## config.mk

```make
export PLATFORM = sky130hd
export DESIGN_NAME = multi_rate_time_base_with_sleep_timer_core
export DESIGN_NICKNAME = d
export VERILOG_FILES = /design/src/sv/mrtb_pkg.sv /design/src/sv/multi_rate_time_base_with_sleep_timer_core.sv
export SDC_FILE = /design/constraint.sdc
export NUM_CORES = 1
export LEC_CHECK = 0
export BUFFER_PORTS_ARGS = -buffer_cell sky130_fd_sc_hd__buf_4
export CAP_MARGIN = 40
export CORE_ASPECT_RATIO = 0.8
export CORE_MARGIN = 3
export CORE_UTILIZATION = 40
export CTS_CLUSTER_SIZE = 25
export DETAILED_ROUTE_END_ITERATION = 16
export PLACE_DENSITY_LB_ADDON = 0.12
export RECOVER_POWER = 50
export SETUP_SLACK_MARGIN = 0.15
export SLEW_MARGIN = 20
export SYNTH_ARGS = -nofsm -noshare
export SYNTH_HDL_FRONTEND = slang
export SYNTH_SLANG_ARGS = --single-unit
export TNS_END_PERCENT = 5
```

## constraint.sdc

```tcl
create_clock -name clk -period 5.5 [get_ports clk]
set_clock_uncertainty 0.15 [all_clocks]
set_input_delay 0.275 -clock clk [delete_from_list [all_inputs] [get_ports clk]]
set_output_delay 0.275 -clock clk [all_outputs]
set_load 0.01 [all_outputs]
```

## src/sv/mrtb_pkg.sv

```systemverilog
package mrtb_pkg;

	localparam int unsigned TARGET_W  = 4;
	localparam int unsigned VALUE_W   = 8;
	localparam int unsigned EVENTS_W  = 7;
	localparam int unsigned MINUTE_W  = 6;
	localparam int unsigned HOUR_W    = 5;
	localparam int unsigned COUNT_W   = 8;
	localparam int unsigned SLEEP_W   = 10;
	localparam int unsigned LV_W      = 3;
	localparam int unsigned PADDR_W   = 5;
	localparam int unsigned PDATA_W   = 32;

	localparam logic OP_TICK  = 1'b0;
	localparam logic OP_WRITE = 1'b1;

	localparam logic [TARGET_W-1:0] TGT_CHARGER    = 4'd0;
	localparam logic [TARGET_W-1:0] TGT_ALARM      = 4'd1;
	localparam logic [TARGET_W-1:0] TGT_OVERLAY    = 4'd2;
	localparam logic [TARGET_W-1:0] TGT_MINUTE     = 4'd3;
	localparam logic [TARGET_W-1:0] TGT_HOUR       = 4'd4;
	localparam logic [TARGET_W-1:0] TGT_SLEEP_MODE = 4'd5;
	localparam logic [TARGET_W-1:0] TGT_CLEAR      = 4'd6;
	localparam logic [TARGET_W-1:0] TGT_FAST_DELAY = 4'd7;
	localparam logic [TARGET_W-1:0] TGT_SLOW_DELAY = 4'd8;

	localparam logic [2:0] REG_SLEEP_ONE   = 3'd0;
	localparam logic [2:0] REG_SLEEP_TWO   = 3'd1;
	localparam logic [2:0] REG_SLEEP_THREE = 3'd2;
	localparam logic [2:0] REG_SLEEP_FOUR  = 3'd3;
	localparam logic [2:0] REG_LOW_VOLT    = 3'd4;
	localparam logic [2:0] REG_WATCHDOG    = 3'd5;

	localparam logic [2:0] SLEEP_OFF   = 3'd0;
	localparam logic [2:0] SLEEP_ONE   = 3'd1;
	localparam logic [2:0] SLEEP_TWO   = 3'd2;
	localparam logic [2:0] SLEEP_THREE = 3'd3;
	localparam logic [2:0] SLEEP_FOUR  = 3'd4;

	localparam logic [SLEEP_W-1:0] SLEEP_ONE_RST   = 10'd15;
	localparam logic [SLEEP_W-1:0] SLEEP_TWO_RST   = 10'd30;
	localparam logic [SLEEP_W-1:0] SLEEP_THREE_RST = 10'd60;
	localparam logic [SLEEP_W-1:0] SLEEP_FOUR_RST  = 10'd420;
	localparam logic [LV_W-1:0]    LOW_VOLT_RST    = 3'd4;
	localparam logic [COUNT_W-1:0] WATCHDOG_RST    = 8'd150;

	localparam logic [MINUTE_W-1:0] MINUTE_MAX   = 6'd59;
	localparam logic [HOUR_W-1:0]   HOUR_MAX     = 5'd23;
	localparam logic [MINUTE_W-1:0] SEC_PER_MIN  = 6'd60;
	localparam logic [COUNT_W-1:0]  SLOTS_HALF   = 8'd100;
	localparam logic [COUNT_W-1:0]  SLOTS_SECOND = 8'd200;
	localparam logic [COUNT_W-1:0]  COUNT_HOLD   = 8'hFF;

	function automatic logic is_mult3(input logic [3:0] v);
		return (v == 4'd0) || (v == 4'd3) || (v == 4'd6) || (v == 4'd9) ||
			(v == 4'd12) || (v == 4'd15);
	endfunction

	function automatic logic is_mult5(input logic [3:0] v);
		return (v == 4'd0) || (v == 4'd5) || (v == 4'd10) || (v == 4'd15);
	endfunction

	function automatic logic [COUNT_W-1:0] hold_dec(input logic [COUNT_W-1:0] v);
		return ((v != '0) && (v != COUNT_HOLD)) ? v - 1'b1 : v;
	endfunction

endpackage

```

## src/sv/multi_rate_time_base_with_sleep_timer_core.sv

```systemverilog
// Millisecond time base with hour:minute clock, blink flags, watchdog kick, low-voltage
// shutdown, per-second countdowns, fast/slow delays and a four-target sleep timer. Each
// item is either a 1 ms tick or a software write; the block takes one item per clock
// cycle unless an untaken result stalls it (result_ready low) and returns one result
// per item through the item register and then the result register. All divider and
// countdown updates for an item are resolved combinationally between those registers,
// so throughput is set only by result_ready. Configuration registers sit on the APB
// port at byte addresses 0x00 to 0x14 and should be written while no item is in flight.
module multi_rate_time_base_with_sleep_timer_core (
	input  logic                            clk,
	input  logic                            arst_n,
	input  logic                            item_valid,
	output logic                            item_ready,
	input  logic                            operation,
	input  logic [mrtb_pkg::TARGET_W-1:0]   target,
	input  logic [mrtb_pkg::VALUE_W-1:0]    value,
	input  logic                            low_voltage,
	input  logic                            clock_set_mode,
	output logic                            result_valid,
	input  logic                            result_ready,
	output logic [mrtb_pkg::EVENTS_W-1:0]   tick_events,
	output logic [mrtb_pkg::MINUTE_W-1:0]   clock_minute,
	output logic [mrtb_pkg::HOUR_W-1:0]     clock_hour,
	output logic                            colon_on,
	output logic                            digits_on,
	output logic                            watchdog_kick,
	output logic                            shutdown_request,
	output logic                            sleep_expired,
	output logic                            overlay_expired,
	output logic                            fast_delay_busy,
	output logic                            slow_delay_busy,
	output logic [mrtb_pkg::COUNT_W-1:0]    charger_count_out,
	input  logic                            psel,
	input  logic                            penable,
	input  logic                            pwrite,
	input  logic [mrtb_pkg::PADDR_W-1:0]    paddr,
	input  logic [mrtb_pkg::PDATA_W-1:0]    pwdata,
	output logic [mrtb_pkg::PDATA_W-1:0]    prdata,
	output logic                            pready
);
	import mrtb_pkg::*;

	logic [SLEEP_W-1:0]  sleep_one_q, sleep_two_q, sleep_three_q, sleep_four_q;
	logic [LV_W-1:0]     low_volt_cfg_q;
	logic [COUNT_W-1:0]  wdog_cfg_q;
	logic [2:0]          reg_idx;
	logic                cfg_wr;

	logic                valid_s1;
	logic                op_s1;
	logic [TARGET_W-1:0] target_s1;
	logic [VALUE_W-1:0]  value_s1;
	logic                low_s1;
	logic                setting_s1;
	logic                advance;

	logic [3:0]          ms_q, ms_d, ms_inc;
	logic [COUNT_W-1:0]  five_q, five_d, five_inc;
	logic [MINUTE_W-1:0] sec_q, sec_d, sec_inc;
	logic [COUNT_W-1:0]  wdog_q, wdog_d, wdog_inc;
	logic [LV_W-1:0]     lv_q, lv_d, lv_inc;
	logic [MINUTE_W-1:0] minute_q, minute_d;
	logic [HOUR_W-1:0]   hour_q, hour_d;
	logic                colon_q, colon_d, digit_q, digit_d;
	logic [COUNT_W-1:0]  charger_q, charger_d, alarm_q, alarm_d, overlay_q, overlay_d;
	logic [8:0]          fast_q, fast_d;
	logic [COUNT_W-1:0]  slow_q, slow_d;
	logic [2:0]          sleep_mode_q, sleep_mode_d;
	logic [SLEEP_W-1:0]  sleep_min_q, sleep_min_d, sleep_min_inc, sleep_tgt;
	logic                sleep_tgt_ok;
	logic                shutdown_q, shutdown_d, sleep_flag_q, sleep_flag_d;
	logic [EVENTS_W-1:0] ev;
	logic                kick, ovl;

	logic                valid_s2;
	logic [EVENTS_W-1:0] ev_s2;
	logic [MINUTE_W-1:0] minute_s2;
	logic [HOUR_W-1:0]   hour_s2;
	logic                colon_s2, digit_s2, kick_s2, shutdown_s2, sleep_flag_s2;
	logic                ovl_s2, fast_busy_s2, slow_busy_s2;
	logic [COUNT_W-1:0]  charger_s2;

	// configuration port
	assign pready  = 1'b1;
	assign reg_idx = paddr[PADDR_W-1:2];
	assign cfg_wr  = psel && penable && pwrite;

	always_ff @(posedge clk or negedge arst_n) begin
		if (!arst_n) begin
			sleep_one_q    <= SLEEP_ONE_RST;
			sleep_two_q    <= SLEEP_TWO_RST;
			sleep_three_q  <= SLEEP_THREE_RST;
			sleep_four_q   <= SLEEP_FOUR_RST;
			low_volt_cfg_q <= LOW_VOLT_RST;
			wdog_cfg_q     <= WATCHDOG_RST;
		end else if (cfg_wr) begin
			unique case (reg_idx)
				REG_SLEEP_ONE:   sleep_one_q    <= pwdata[SLEEP_W-1:0];
				REG_SLEEP_TWO:   sleep_two_q    <= pwdata[SLEEP_W-1:0];
				REG_SLEEP_THREE: sleep_three_q  <= pwdata[SLEEP_W-1:0];
				REG_SLEEP_FOUR:  sleep_four_q   <= pwdata[SLEEP_W-1:0];
				REG_LOW_VOLT:    low_volt_cfg_q <= pwdata[LV_W-1:0];
				REG_WATCHDOG:    wdog_cfg_q     <= pwdata[COUNT_W-1:0];
				default: ;
			endcase
		end
	end

	always_comb begin
		unique case (reg_idx)
			REG_SLEEP_ONE:   prdata = {{(PDATA_W-SLEEP_W){1'b0}}, sleep_one_q};
			REG_SLEEP_TWO:   prdata = {{(PDATA_W-SLEEP_W){1'b0}}, sleep_two_q};
			REG_SLEEP_THREE: prdata = {{(PDATA_W-SLEEP_W){1'b0}}, sleep_three_q};
			REG_SLEEP_FOUR:  prdata = {{(PDATA_W-SLEEP_W){1'b0}}, sleep_four_q};
			REG_LOW_VOLT:    prdata = {{(PDATA_W-LV_W){1'b0}}, low_volt_cfg_q};
			REG_WATCHDOG:    prdata = {{(PDATA_W-COUNT_W){1'b0}}, wdog_cfg_q};
			default:         prdata = '0;
		endcase
	end

	// item register
	assign advance    = valid_s1 && (!valid_s2 || result_ready);
	assign item_ready = !valid_s1 || advance;

	always_ff @(posedge clk or negedge arst_n) begin
		if (!arst_n) begin
			valid_s1 <= 1'b0;
		end else if (item_ready) begin
			valid_s1 <= item_valid;
		end
	end

	always_ff @(posedge clk) begin
		if (item_ready && item_valid) begin
			op_s1      <= operation;
			target_s1  <= target;
			value_s1   <= value;
			low_s1     <= low_voltage;
			setting_s1 <= clock_set_mode;
		end
	end

	assign ms_inc        = ms_q + 4'd1;
	assign five_inc      = five_q + 8'd1;
	assign sec_inc       = sec_q + 6'd1;
	assign wdog_inc      = wdog_q + 8'd1;
	assign lv_inc        = lv_q + 3'd1;
	assign sleep_min_inc = sleep_min_q + 10'd1;

	always_comb begin
		sleep_tgt_ok = 1'b1;
		unique case (sleep_mode_q)
			SLEEP_ONE:   sleep_tgt = sleep_one_q;
			SLEEP_TWO:   sleep_tgt = sleep_two_q;
			SLEEP_THREE: sleep_tgt = sleep_three_q;
			SLEEP_FOUR:  sleep_tgt = sleep_four_q;
			default: begin
				sleep_tgt    = '0;
				sleep_tgt_ok = 1'b0;
			end
		endcase
	end

	always_comb begin
		ms_d         = ms_q;
		five_d       = five_q;
		sec_d        = sec_q;
		wdog_d       = wdog_q;
		lv_d         = lv_q;
		minute_d     = minute_q;
		hour_d       = hour_q;
		colon_d      = colon_q;
		digit_d      = digit_q;
		charger_d    = charger_q;
		alarm_d      = alarm_q;
		overlay_d    = overlay_q;
		fast_d       = fast_q;
		slow_d       = slow_q;
		sleep_mode_d = sleep_mode_q;
		sleep_min_d  = sleep_min_q;
		shutdown_d   = shutdown_q;
		sleep_flag_d = sleep_flag_q;
		ev           = '0;
		kick         = 1'b0;
		ovl          = 1'b0;
		if (op_s1 == OP_WRITE) begin
			unique case (target_s1)
				TGT_CHARGER: charger_d = value_s1;
				TGT_ALARM:   alarm_d   = value_s1;
				TGT_OVERLAY: overlay_d = value_s1;
				TGT_MINUTE:
					minute_d = (value_s1 > {2'b00, MINUTE_MAX}) ? MINUTE_MAX
						: value_s1[MINUTE_W-1:0];
				TGT_HOUR:
					hour_d = (value_s1 > {3'b000, HOUR_MAX}) ? HOUR_MAX
						: value_s1[HOUR_W-1:0];
				TGT_SLEEP_MODE: begin
					sleep_mode_d = value_s1[2:0];
					sleep_min_d  = '0;
				end
				TGT_CLEAR: begin
					if (value_s1[0]) shutdown_d   = 1'b0;
					if (value_s1[1]) sleep_flag_d = 1'b0;
				end
				TGT_FAST_DELAY: fast_d = {1'b0, value_s1} + 9'd1;
				TGT_SLOW_DELAY: slow_d = value_s1;
				default: ;
			endcase
		end else begin
			ms_d   = ms_inc;
			fast_d = (fast_q != '0) ? fast_q - 9'd1 : fast_q;
			ev[0]  = is_mult3(ms_inc);
			ev[1]  = !ms_inc[0];
			if (is_mult5(ms_inc)) begin
				ev[2]  = 1'b1;
				slow_d = (slow_q != '0) ? slow_q - 8'd1 : slow_q;
				five_d = five_inc;
				if (!five_inc[0]) begin
					ev[3] = 1'b1;
					ms_d  = '0;
					if (wdog_inc > wdog_cfg_q) begin
						wdog_d = '0;
						kick   = 1'b1;
					end else begin
						wdog_d = wdog_inc;
					end
				end
				if ((five_inc == '0) || (five_inc == SLOTS_HALF) ||
						(five_inc == SLOTS_SECOND)) begin
					ev[4]   = 1'b1;
					colon_d = !colon_q;
					if (setting_s1) digit_d = !digit_q;
				end
				if (five_inc == SLOTS_SECOND) begin
					ev[5]  = 1'b1;
					five_d = '0;
					if (low_s1) begin
						if (lv_inc == low_volt_cfg_q) begin
							shutdown_d = 1'b1;
							lv_d       = '0;
						end else begin
							lv_d = lv_inc;
						end
					end else begin
						lv_d = '0;
					end
					charger_d = hold_dec(charger_q);
					alarm_d   = hold_dec(alarm_q);
					overlay_d = (overlay_q != '0) ? overlay_q - 8'd1 : overlay_q;
					ovl       = (overlay_d == '0);
					sec_d     = sec_inc;
					if ((sec_inc == '0) || (sec_inc == SEC_PER_MIN)) begin
						ev[6] = 1'b1;
						sec_d = '0;
						if (minute_q < MINUTE_MAX) begin
							minute_d = minute_q + 6'd1;
						end else begin
							minute_d = '0;
							hour_d   = (hour_q < HOUR_MAX) ? hour_q + 5'd1 : '0;
						end
						if (sleep_mode_q != SLEEP_OFF) begin
							sleep_min_d = sleep_min_inc;
							if (sleep_tgt_ok && (sleep_min_inc == sleep_tgt)) begin
								sleep_flag_d = 1'b1;
							end
						end
					end
				end
			end
		end
	end

	always_ff @(posedge clk or negedge arst_n) begin
		if (!arst_n) begin
			ms_q         <= '0;
			five_q       <= '0;
			sec_q        <= '0;
			wdog_q       <= '0;
			lv_q         <= '0;
			minute_q     <= '0;
			hour_q       <= '0;
			colon_q      <= 1'b0;
			digit_q      <= 1'b0;
			charger_q    <= '0;
			alarm_q      <= '0;
			overlay_q    <= '0;
			fast_q       <= '0;
			slow_q       <= '0;
			sleep_mode_q <= SLEEP_OFF;
			sleep_min_q  <= '0;
			shutdown_q   <= 1'b0;
			sleep_flag_q <= 1'b0;
		end else if (advance) begin
			ms_q         <= ms_d;
			five_q       <= five_d;
			sec_q        <= sec_d;
			wdog_q       <= wdog_d;
			lv_q         <= lv_d;
			minute_q     <= minute_d;
			hour_q       <= hour_d;
			colon_q      <= colon_d;
			digit_q      <= digit_d;
			charger_q    <= charger_d;
			alarm_q      <= alarm_d;
			overlay_q    <= overlay_d;
			fast_q       <= fast_d;
			slow_q       <= slow_d;
			sleep_mode_q <= sleep_mode_d;
			sleep_min_q  <= sleep_min_d;
			shutdown_q   <= shutdown_d;
			sleep_flag_q <= sleep_flag_d;
		end
	end

	// result register
	always_ff @(posedge clk or negedge arst_n) begin
		if (!arst_n) begin
			valid_s2 <= 1'b0;
		end else if (advance) begin
			valid_s2 <= 1'b1;
		end else if (result_ready) begin
			valid_s2 <= 1'b0;
		end
	end

	always_ff @(posedge clk) begin
		if (advance) begin
			ev_s2         <= ev;
			minute_s2     <= minute_d;
			hour_s2       <= hour_d;
			colon_s2      <= colon_d;
			digit_s2      <= digit_d;
			kick_s2       <= kick;
			shutdown_s2   <= shutdown_d;
			sleep_flag_s2 <= sleep_flag_d;
			ovl_s2        <= ovl;
			fast_busy_s2  <= (fast_d != '0);
			slow_busy_s2  <= (slow_d != '0);
			charger_s2    <= charger_d;
		end
	end

	assign result_valid      = valid_s2;
	assign tick_events       = ev_s2;
	assign clock_minute      = minute_s2;
	assign clock_hour        = hour_s2;
	assign colon_on          = colon_s2;
	assign digits_on         = digit_s2;
	assign watchdog_kick     = kick_s2;
	assign shutdown_request  = shutdown_s2;
	assign sleep_expired     = sleep_flag_s2;
	assign overlay_expired   = ovl_s2;
	assign fast_delay_busy   = fast_busy_s2;
	assign slow_delay_busy   = slow_busy_s2;
	assign charger_count_out = charger_s2;

	a_kick_on_ten_ms: assert property (@(posedge clk) disable iff (!arst_n)
		result_valid && watchdog_kick |-> tick_events[3])
		else $error("watchdog kick without 10 ms event");

	a_minute_on_second: assert property (@(posedge clk) disable iff (!arst_n)
		result_valid && tick_events[6] |-> tick_events[5] && tick_events[4])
		else $error("minute event without second event");

	a_overlay_on_second: assert property (@(posedge clk) disable iff (!arst_n)
		result_valid && overlay_expired |-> tick_events[5])
		else $error("overlay expiry off a second boundary");

	a_clock_range: assert property (@(posedge clk) disable iff (!arst_n)
		minute_q <= MINUTE_MAX && hour_q <= HOUR_MAX)
		else $error("clock out of range");

	a_advance_fills: assert property (@(posedge clk) disable iff (!arst_n)
		advance |=> valid_s2)
		else $error("item lost between stages");

endmodule
```

==> results of run 1 <==
## cells in the final DEF, fill, tap and decap left out, drive strengths merged, types with 6 or more instances in the layout
| master | synthesis | routed |
|---|---|---|
| clkbuf | 57 | 80 |
| nor3 | 32 | 32 |
| or4 | 7 | 7 |
| xnor2 | 32 | 32 |
| a22oi | 24 | 24 |
| or2 | 9 | 9 |
| edfxtp | 49 | 49 |
| a21boi | 6 | 6 |
| and2 | 12 | 12 |
| o21a | 8 | 8 |
| o211ai | 12 | 12 |
| xor2 | 18 | 18 |
| and3 | 12 | 12 |
| dfrtp | 122 | 122 |
| mux2 | 72 | 72 |
| a21oi | 47 | 47 |
| or3 | 6 | 6 |
| nor3b | 6 | 6 |
| o22ai | 15 | 15 |
| nand4 | 14 | 14 |
| nor2b | 12 | 12 |
| dlygate4sd3 | 0 | 29 |
| nor2 | 82 | 82 |
| a31oi | 14 | 14 |
| o21ai | 120 | 120 |
| nand2b | 15 | 15 |
| nor4 | 12 | 12 |
| conb | 2 | 23 |
| a21o | 9 | 9 |
| nand3 | 44 | 44 |
| nand2 | 159 | 159 |
| ha | 28 | 28 |
| dfstp | 21 | 21 |
| buf | 33 | 39 |
| o31ai | 13 | 13 |
| inv | 32 | 37 |
| mux2i | 30 | 30 |
## flip-flops by register name, indices dropped and copies added, names as in the netlist, 4 cells and up
| signal | count |
|---|---|
| charger_count_out | 8 |
| charger_q | 8 |
| clock_hour | 5 |
| clock_minute | 6 |
| fast_q | 9 |
| five_q | 8 |
| hour_q | 5 |
| minute_q | 6 |
| ms_q | 4 |
| overlay_q | 8 |
| sec_q | 6 |
| sleep_four_q | 10 |
| sleep_min_q | 10 |
| sleep_one_q | 10 |
| sleep_three_q | 10 |
| sleep_two_q | 10 |
| slow_q | 8 |
| target_s1 | 4 |
| tick_events | 7 |
| value_s1 | 8 |
| wdog_cfg_q | 8 |
| wdog_q | 8 |
## through the flow
step	worst slack (ns)	std cells	utilization, %	hold slack [ns]
6_report	2.09	1711	46.5	0.259
5_1_grt	1.52	1711	46.5	0.327
4_1_cts	2.06	1709	47.0	0.270
3_5_place_dp	2.09	1648	44.0	0.192
3_3_place_gp	2.17	1644	43.9	0.188
2_1_floorplan	2.66	1273	-	-0.171
## power by group
group / total (W) / switching, W / internal (W)
Combinational: 0.00140 / 0.000772 / 0.000624
Sequential: 0.00208 / 0.000333 / 0.00174
Clock: 0.00122 / 0.000583 / 0.000636
## path summary, 6_finish.rpt
| check | start | slack, ns | cells past startpoint | to |
|---|---|---|---|---|
| setup / recovery | arst_n | 2.09 | 3 | lv_q[2] |
| hold / removal | arst_n | 0.26 | 2 | wdog_q[7] |
| setup reg to reg | ms_q[2] | 2.09 | 8 | sleep_flag_q |
| hold reg to reg | digit_q | 0.34 | 1 | digit_q |
| max in group clk | ms_q[2] | 2.09 | 8 | sleep_flag_q |
| min in group clk | paddr[3] | 0.31 | 4 | sleep_three_q[9] |
## repair_timing
action / in CTS / in global routing
hold buffers: 29 / 0
resized for setup: 0 / 0
setup buffers: 0 / 0
endpoints found under the hold margin: 132 / 0
## cells by family (layout without fill, tap and decap cells)
kind of cell             after synthesis  after routing
XOR/XNOR                              50             50
buffers and inverters                123            191
AO/OA/AOI/OAI                        306            306
flip-flops                           192            192
adder cells (fa/ha/maj)               29             29
AND/OR/NAND/NOR                      444            444
other                                  2             23
multiplexers                         106            106
## area by class of cell
| type | instances | area share (%) |
|---|---|---|
| clock buffer | 22 | 3.64 |
| clock inverter | 10 | 0.573 |
| inverter | 33 | 0.930 |
| multi-input combinational | 958 | 46.8 |
| sequential | 192 | 38.1 |
| tap | 370 | 3.48 |
| timing repair buffer | 126 | 6.50 |
## worst reg2reg max path, cell delays in order, from the launching register on
cell and delay [ns]:
sky130_fd_sc_hd__dfrtp_1 0.62, sky130_fd_sc_hd__nand3_1 0.25, sky130_fd_sc_hd__xnor2_1 0.35, sky130_fd_sc_hd__mux2_2 0.46
sky130_fd_sc_hd__nand2_1 0.34, sky130_fd_sc_hd__inv_1 0.31, sky130_fd_sc_hd__o2111ai_1 0.17, sky130_fd_sc_hd__a2111o_1 0.42
sky130_fd_sc_hd__o31ai_1 0.25
## layer usage
layer / track usage (%) / routed length, um / up-vias
met5: 0 / 0 / -
met4: 4.08 / 267 / 0
met3: 3.51 / 1410 / 15
met2: 29.6 / 13700 / 212
met1: 30.6 / 16300 / 4685
li1: - / - / 4663
==> metrics.txt, run 1 <==
violations in the final reports max-capacitance violations, max-slew violations; starting utilization of the core area 41.1%; endpoint kind of the worst setup timing path asynchronous set/reset pin; later-pin clock latency in the skew report 0.44 ns; TritonCTS clock tree yes; final routed wire length divided by cell count 18.5 um; setup violation total in the final timing report 0; synthesized flop and latch total 192; overall track demand over capacity in global routing 20.0%; clock root buffer sky130_fd_sc_hd__clkbuf_16; slowest library cell on the worst path sky130_fd_sc_hd__clkbuf_1; post-DP HPWL 21,600 um; delay-heaviest family, CP buffers and inverters; pin count of the biggest net entering global routing 70; # clock sinks 192; crit-path cells dlygate4sd3_1 -> buf_6 -> clkbuf_1; most instantiated library cell after synthesis sky130_fd_sc_hd__nand2_1; worst-path fanout max 69; delay of the slowest cell on the worst path 1.86 ns; Worst slew margin -69.3%; Clock transition at path regs 0.08 ns; distinct cell type count after synthesis 85; Period Utilization, post-route 62.1%; vias after detailed routing 9,575; # diodes 0; transition at the pin with the smallest max-transition slack 2.54 ns; outcome finished with violations; count of pins on the block boundary 128; peak supply drop 0.000197 V; worst path arrival time 3.28 ns; number of flops mapped to enable cells by yosys 49; fin area 13,300 um2; DIE WIDTH 198 um; Total Routed Length 31,600 um; area occupied by registers 5080 um2; number of global-route vias before repair 9,005; worst-case clock buffer depth 2; Post-synth ARST share 74.5%; Syn Area/Cell 9.40 um2; post-layout net count 1,415; Post-synth top cells sky130_fd_sc_hd__nand2_1 (159), sky130_fd_sc_hd__dfrtp_1 (122), sky130_fd_sc_hd__o21ai_0 (117); XOR/XNOR share of the synthesized area 3.72%; TritonCTS buffer count 17; final global-route overflow total 0; shortest clock period the worst path allows after layout 3.41 ns; kind of launch point of the worst setup path primary input; Die Footprint 31,500 um2; share of cell area taken by muxes after synthesis 10.2%; total power divided by cell area 352 nW/um2; Req. time, crit path 5.37 ns; Iteration-0 DRC Markers 600; max capacitance violation total 2; RePlAce Congestion 0.839; Bufs and invs on worst path 3; number of DRC violations after detailed routing 0; Compound-Gate Fraction of Synth Area 16.3%; CTS H-tree lvls 4; Placement Rows 55; layout cells sized above 1 15.6%; leakage power 5.35 nW; area fraction in and, or, nand and nor cells after synthesis 18.8%; top cell type by total area after synthesis sky130_fd_sc_hd__dfrtp_1; Vert. Die Dim 159 um; maximum clock rate 293 MHz; count of mapped cells out of synthesis 1,252; iteration count of the initial detailed-routing pass 5; number of buffers inserted by port buffering 80; fraction of the yosys area taken by sequential cells 43.1%; cell area after synthesis 11,800 um2; count of fill cells added during filler insertion 2,762; main combinational cell family by area after synthesis simple AND/OR/NAND/NOR gates; category of the critical setup timing path in -> async; number of nets still failing antenna checks after routing 0; Setup TNS 0 ns; Multi-input gate area 6230 um2; antenna violations before repair 0; Total Power Consumption 0.00469 W; adder and majority cell fraction of the synthesized area 3.06%; area of the core 28,600 um2; first-pass GRT wire length 50,400 um; prevailing post-synth register cell sky130_fd_sc_hd__dfrtp_1; Hold Path Class in -> async; leading post-synthesis cells by cell area sky130_fd_sc_hd__dfrtp_1 (26%), sky130_fd_sc_hd__edfxtp_1 (13%), sky130_fd_sc_hd__mux2_2 (6.9%); fraction of post-synthesis cell area in the top cell type by area 25.9%; layout-stage area growth over the synthesis result 13.2%; warning count from the yosys run 0; Placed Instance Area 12,600 um2; count of endpoints failing hold in the final timing report 0; mean number of vias per cell 5.60; Max Slew Vio Count 78; unrepaired setup endpoints after global routing no
Note: power is estimated with default switching activity, not from simulation.
==> run 2: changes to the inputs <==
Clock period 5.5 ns to 3.1 ns, I/O delays scaled along.
==> run 2 against run 1 <==
  * The run still ends with max-capacitance violations, max-slew violations left
  * Cell area up 3.4%
  * Register-to-register slack got worse by 1.9 ns
  * Combinational power is 100% higher
  * Count of clock-buffer cells in the layout fell by 3
  * Clock power increased by 79%
  * Worst hold slack better by 0.017 ns
  * Critical path type is now reg -> reg
  * Utilization is 1.6 points higher
  * Power rose by 83%
  * Sequential share of layout area shrank 1.3 points
  * Largest cell class unchanged
  * Critical path depth up 6
==> metrics.txt, run 2 (same netlist as run 1, synthesis figures left out) <==
first-pass GRT wire length 52,200 um (+3.4%); violations in the final reports max-capacitance violations, max-slew violations; iteration count of the initial detailed-routing pass 5 (unchanged); final routed wire length divided by cell count 18.5 um (+0.19%); Total Routed Length 32,600 um (+3.2%); pin count of the biggest net entering global routing 97 (+39%); endpoint kind of the worst setup timing path register; final global-route overflow total 0 (unchanged); number of global-route vias before repair 9,155 (+1.7%); Total Power Consumption 0.00861 W (+83%); transition at the pin with the smallest max-transition slack 1.91 ns (-0.629 ns); Clock transition at path regs 0.07 ns (about the same); outcome finished with violations; antenna violations before repair 1 (+1); number of nets still failing antenna checks after routing 0 (unchanged); layout-stage area growth over the synthesis result 17.1%; post-layout net count 1,467 (+3.7%); worst path arrival time 2.95 ns (-0.33 ns); post-DP HPWL 22,600 um (+4.5%); # diodes 0 (unchanged); leakage power 5.64 nW (+5.3%); count of endpoints failing hold in the final timing report 0 (unchanged); area of the core 28,600 um2 (unchanged); most used cells in the layout excluding fill and tap cells sky130_fd_sc_hd__nand2_1 (158), sky130_fd_sc_hd__dfrtp_1 (120), sky130_fd_sc_hd__o21ai_0 (117); layout cells sized above 1 19.5% (+3.9 points); DIE WIDTH 198 um (unchanged); Placed Cells 1,700 (+3.2%); worst-path fanout max 6 (-91%); Iteration-0 DRC Markers 748 (+25%); Req. time, crit path 3.13 ns (-2.24 ns); Placement Rows 55 (unchanged); most common library cell in the layout ignoring fill and taps sky130_fd_sc_hd__nand2_1; TritonCTS buffer count 17 (unchanged); kind of launch point of the worst setup path register; Die Footprint 31,500 um2 (unchanged); Period Utilization, post-route 94.3%; Max Slew Vio Count 74 (-5.1%); max capacitance violation total 1 (-1); starting utilization of the core area 41.1% (unchanged); unrepaired setup endpoints after global routing yes; post-layout instance count excluding filler cells 1,763 (+3.0%); setup violation total in the final timing report 0 (unchanged); # clock sinks 192 (unchanged); vias after detailed routing 9,782 (+2.2%); number of DRC violations after detailed routing 0 (unchanged); category of the critical setup timing path reg -> reg; maximum clock rate 342 MHz; clock root buffer sky130_fd_sc_hd__clkbuf_16; CTS H-tree lvls 4 (unchanged); Setup TNS 0 ns (unchanged); Hold Path Class in -> reg; fin area 13,800 um2 (+3.4%); worst-case clock buffer depth 2 (unchanged); Worst slew margin -27.3% (+42 points); total power divided by cell area 625 nW/um2 (+77%); Vert. Die Dim 159 um (unchanged); peak supply drop 0.000369 V (+87%); count of fill cells added during filler insertion 2,747 (-0.54%); mean number of vias per cell 5.55 (-0.85%); later-pin clock latency in the skew report 0.45 ns (about the same); WHS 0.276 ns (+0.0171 ns); count of pins on the block boundary 128 (unchanged); overall track demand over capacity in global routing 20.8% (+0.83 points); number of buffers inserted by port buffering 80 (unchanged); Placed Instance Area 13,000 um2 (+3.3%); shortest clock period the worst path allows after layout 2.92 ns; TritonCTS clock tree yes; RePlAce Congestion 0.859 (+2.5%)
==> run 2: power breakdown <==
| group | switching, W | internal (W) |
|---|---|---|
| Clock | 0.00105 | 0.00113 |
| Combinational | 0.00156 | 0.00130 |
| Sequential | 0.000474 | 0.00310 |
| Total | 0.00308 | 0.00553 |
==> run 2: repair_timing <==
action | in CTS | in global routing
pin swaps | 0 | 3
setup buffers | 0 | 2
setup endpoints to repair | 3 | 64
hold buffers | 29 | 0
endpoints found under the hold margin | 120 | 0
gates resized for setup | 2 | 10
==> run 2: metal layers <==
metal	share of wire [%]	wire [um]	track usage (%)	up-vias
li1	-	-	-	4771
met1	51	16700	32.5	4723
met2	43	13900	30.2	265
met3	5.1	1660	3.55	21
met4	0.95	310	4.08	2
met5	0.17	55	1.39	-
==> run 2: worst max-delay path, cell delays in order (launching register included) <==
cell and delay, ns:
sky130_fd_sc_hd__dfrtp_1 0.42, sky130_fd_sc_hd__ha_1 0.26, sky130_fd_sc_hd__nand2_1 0.11, sky130_fd_sc_hd__nor3b_1 0.21
sky130_fd_sc_hd__buf_4 0.15, sky130_fd_sc_hd__and3_1 0.35, sky130_fd_sc_hd__nand4_1 0.33, sky130_fd_sc_hd__nor3_1 0.42
sky130_fd_sc_hd__xnor2_1 0.16, sky130_fd_sc_hd__o21ai_0 0.09
==> run 2: worst paths after layout <==
| path | start | to | slack [ns] | cells past startpoint |
|---|---|---|---|---|
| worst max-delay path | five_q[1] | charger_count_out[5] | 0.18 | 9 |
| worst min-delay path | pwrite | low_volt_cfg_q[2] | 0.28 | 4 |
| worst max register to register | five_q[1] | charger_count_out[5] | 0.18 | 9 |
| worst min register to register | digit_q | digit_q | 0.33 | 1 |
| max in group asynchronous | arst_n | fast_q[1] | 0.78 | 3 |
| min in group asynchronous | arst_n | wdog_q[7] | 0.65 | 2 |
==> run 2: through the flow <==
stage               setup WS (ns)  util, %
finish                      0.178     48.1
global route               0.0167     48.1
CTS                         0.130     48.5
detailed placement          0.121     45.5
global placement            0.186     45.5
floorplan                   0.259        -
==> run 2: cell type report <==
type	instances	area (um2)	area share (%)
clock inverter	13	125	0.908
timing repair buffer	178	1300	9.45
multi-input combinational	958	6250	45.4
clock buffer	19	433	3.14
inverter	33	124	0.899
tap	370	463	3.36
sequential	192	5080	36.9
==> run 3: changes to the inputs <==
Clock period 3.1 ns to 2.6 ns, I/O delays scaled along.
==> run 3 against run 2 <==
  * The run ends with max-capacitance violations, max-slew violations, negative setup slack left
  * Via count grew 5.8%
  * Power grew 35%
  * Clock power increased by 26%
  * Setup slack got worse by 0.37 ns
  * Cell area increased by 11%
  * Cell count increased by 7.0%
  * Routed wire length grew 6.2%
  * Utilization up 5.4 points
  * Worst hold slack got worse by 0.10 ns
  * Critical endpoint is now fast_delay_busy
  * Highest routed layer is now met4
==> metrics.txt, run 3 (same netlist as run 1, synthesis figures left out) <==
outcome finished with violations; violations in the final reports max-capacitance violations, max-slew violations, negative setup slack; power share of the sequential group 36.2% (-5.3 points); worst path arrival time 2.84 ns (-0.11 ns); launch point of the worst path fast_q[4]; critical path capture point fast_delay_busy; number of global-route vias before repair 9,763 (+6.6%); kind of launch point of the worst setup path register; switching power share of the total 35.5% (-0.31 points); post-layout net count 1,591 (+8.5%); Req. time, crit path 2.65 ns (-0.48 ns); area of the core 28,600 um2 (unchanged); layout-stage area growth over the synthesis result 30.2%; unrepaired setup endpoints after global routing yes; vias after detailed routing 10.4k (+5.8%); pin count of the biggest net entering global routing 66 (-32%); starting utilization of the core area 41.1% (unchanged); final global-route overflow total 0 (unchanged); final routed wire length divided by cell count 18.4 um (-0.73%); Total Power Consumption 0.0116 W (+35%); layout cells sized above 1 32.5% (+13 points); Bufs and invs on worst path 1 (unchanged); Die Footprint 31,500 um2 (unchanged); endpoint kind of the worst setup timing path register; later-pin clock latency in the skew report 0.45 ns (about the same); # diodes 0 (unchanged); Clock transition at path regs 0.08 ns (about the same); overall track demand over capacity in global routing 22.1% (+1.2 points); fin area 15,300 um2 (+11%); Iteration-0 DRC Markers 810 (+8.3%); TritonCTS clock tree yes; switching power 0.00411 W (+33%); proportion of power drawn by the clock network 23.7% (-1.6 points); max capacitance violation total 1 (unchanged); CTS H-tree lvls 4 (unchanged); post-DP HPWL 24,200 um (+6.8%); start of the worst register-to-register path fast_q[4]; worst setup slack for register-to-register paths -0.19 ns (-0.37 ns); setup violation total in the final timing report 9 (+9); first-pass GRT wire length 55,400 um (+6.2%); slowest library cell on the worst path sky130_fd_sc_hd__or4_4; Vert. Die Dim 159 um (unchanged); RePlAce Congestion 0.866 (+0.79%); worst-case clock buffer depth 2 (unchanged); Worst slew margin -18.5% (+8.8 points); number of nets still failing antenna checks after routing 0 (unchanged); worst-path fanout max 4 (-2); shortest clock period the worst path allows after layout 2.79 ns (-0.130 ns); WHS 0.176 ns (-0.100 ns); total stage count of the critical path 8 (-1); number of DRC violations after detailed routing 0 (unchanged); Placed Instance Area 13,800 um2 (+6.1%); number of buffers inserted by port buffering 80 (unchanged); internal power 0.00747 W (+35%); RR Endpoint fast_delay_busy; most used cells in the layout excluding fill and tap cells sky130_fd_sc_hd__buf_4 (227), sky130_fd_sc_hd__nand2_1 (153), sky130_fd_sc_hd__dfrtp_1 (120); DIE WIDTH 198 um (unchanged); total power divided by cell area 756 nW/um2 (+21%); r2r worst-path depth 8 (-1); Max Slew Vio Count 66 (-11%); leakage power 6.48 nW (+15%); final worst slack -0.192 ns (-0.370 ns); maximum clock rate 358 MHz (+4.7%); category of the critical setup timing path reg -> reg; Period Utilization, post-route 107% (+13 points); most common library cell in the layout ignoring fill and taps sky130_fd_sc_hd__buf_4; delay-heaviest family, CP simple AND/OR/NAND/NOR gates; Placed Cells 1,801 (+5.9%); crit-path cells or4_4 -> nor4_4 -> buf_4 -> xnor2_2 -> nor2_1 -> nor4b_2 -> nand4_1 -> or4b_1; post-layout instance count excluding filler cells 1,887 (+7.0%); Combinational Power Share 40.0% (+6.8 points); delay of the slowest cell on the worst path 0.58 ns (+0.16 ns); clock root buffer sky130_fd_sc_hd__clkbuf_16; # clock sinks 192 (unchanged); Placement Rows 55 (unchanged); Hold Path Class in -> reg; peak supply drop 0.000525 V (+43%); iteration count of the initial detailed-routing pass 6 (+1); count of pins on the block boundary 128 (unchanged); mean number of vias per cell 5.49 (-1.1%); count of endpoints failing hold in the final timing report 0 (unchanged); transition at the pin with the smallest max-transition slack 1.78 ns (-0.133 ns); antenna violations before repair 0 (-1); TritonCTS buffer count 17 (unchanged); Total Routed Length 34,700 um (+6.2%)
run 3: cell types whose count changed in the layout (fill, tap and decap cells not counted), sizes merged:
cell	previous run	this run
buf	94	244
bufbuf	0	1
clkbuf	74	47
run 3: cell type report:
| cell class | count | area [um2] |
|---|---|---|
| sequential | 192 | 5080 |
| clock buffer | 19 | 464 |
| clock inverter | 13 | 135 |
| multi-input combinational | 958 | 6630 |
| inverter | 33 | 126 |
| tap | 370 | 463 |
| fill | 2650 | 13300 |
| timing repair buffer | 302 | 2420 |
run 3: power by group through the flow:
stage | registers, W | clock network, W | logic (W)
after floorplan | 0.00415 | 0 | 0.00231
after global placement | 0.00421 | 0 | 0.00387
after detailed placement | 0.00423 | 0 | 0.00390
after CTS | 0.00418 | 0.00281 | 0.00440
after global routing | 0.00428 | 0.00294 | 0.00507
final | 0.00420 | 0.00275 | 0.00464
run 3: metal layers:
layer	routed length (um)	track usage [%]	share of wire, %	vias up
li1	-	-	-	5025
met1	18000	35.2	52	5033
met2	14600	31.0	42	262
met3	1750	3.96	5.1	32
met4	336	4.44	0.97	0
met5	0	0	0	-
run 3: stage by stage:
step / utilization, % / TNS, ns / worst slack, ns
finish: 53.5 / -0.555 / -0.192
global route: 53.5 / -6.75 / -0.271
CTS: 52.6 / -0.374 / -0.131
detailed placement: 48.3 / -4.01 / -0.271
global placement: 48.3 / -1.74 / -0.199
floorplan: - / -0.281 / -0.199
run 3: how the worst min path moves through the flow:
| stage | startpoint | end | slack (ns) | depth (start not counted) |
|---|---|---|---|---|
| after global placement | arst_n | wdog_cfg_q[5] | 0.04 | 1 |
| after CTS | penable | wdog_cfg_q[1] | 0.11 | 6 |
| after floorplan | arst_n | charger_q[0] | -0.32 | 0 |
| after global routing | penable | low_volt_cfg_q[0] | 0.18 | 4 |
| after detailed placement | arst_n | wdog_cfg_q[6] | 0.04 | 1 |
| final | penable | low_volt_cfg_q[0] | 0.18 | 4 |
run 3: timing repair:
item	in CTS	in global routing
gates resized for setup	70	77
gates cloned	3	0
pin swaps	37	33
hold buffers	29	0
endpoints found under the hold margin	130	0
endpoints found under the setup margin	85	103
buffers inserted	13	9
run 3: worst register-to-register path, delay by kind of cell, from the launching register on:
| family | cells | cell delay (ns) |
|---|---|---|
| flip-flops | 1 | 0.38 |
| buffers and inverters | 1 | 0.19 |
| XOR/XNOR | 1 | 0.10 |
| AND/OR/NAND/NOR | 6 | 1.73 |
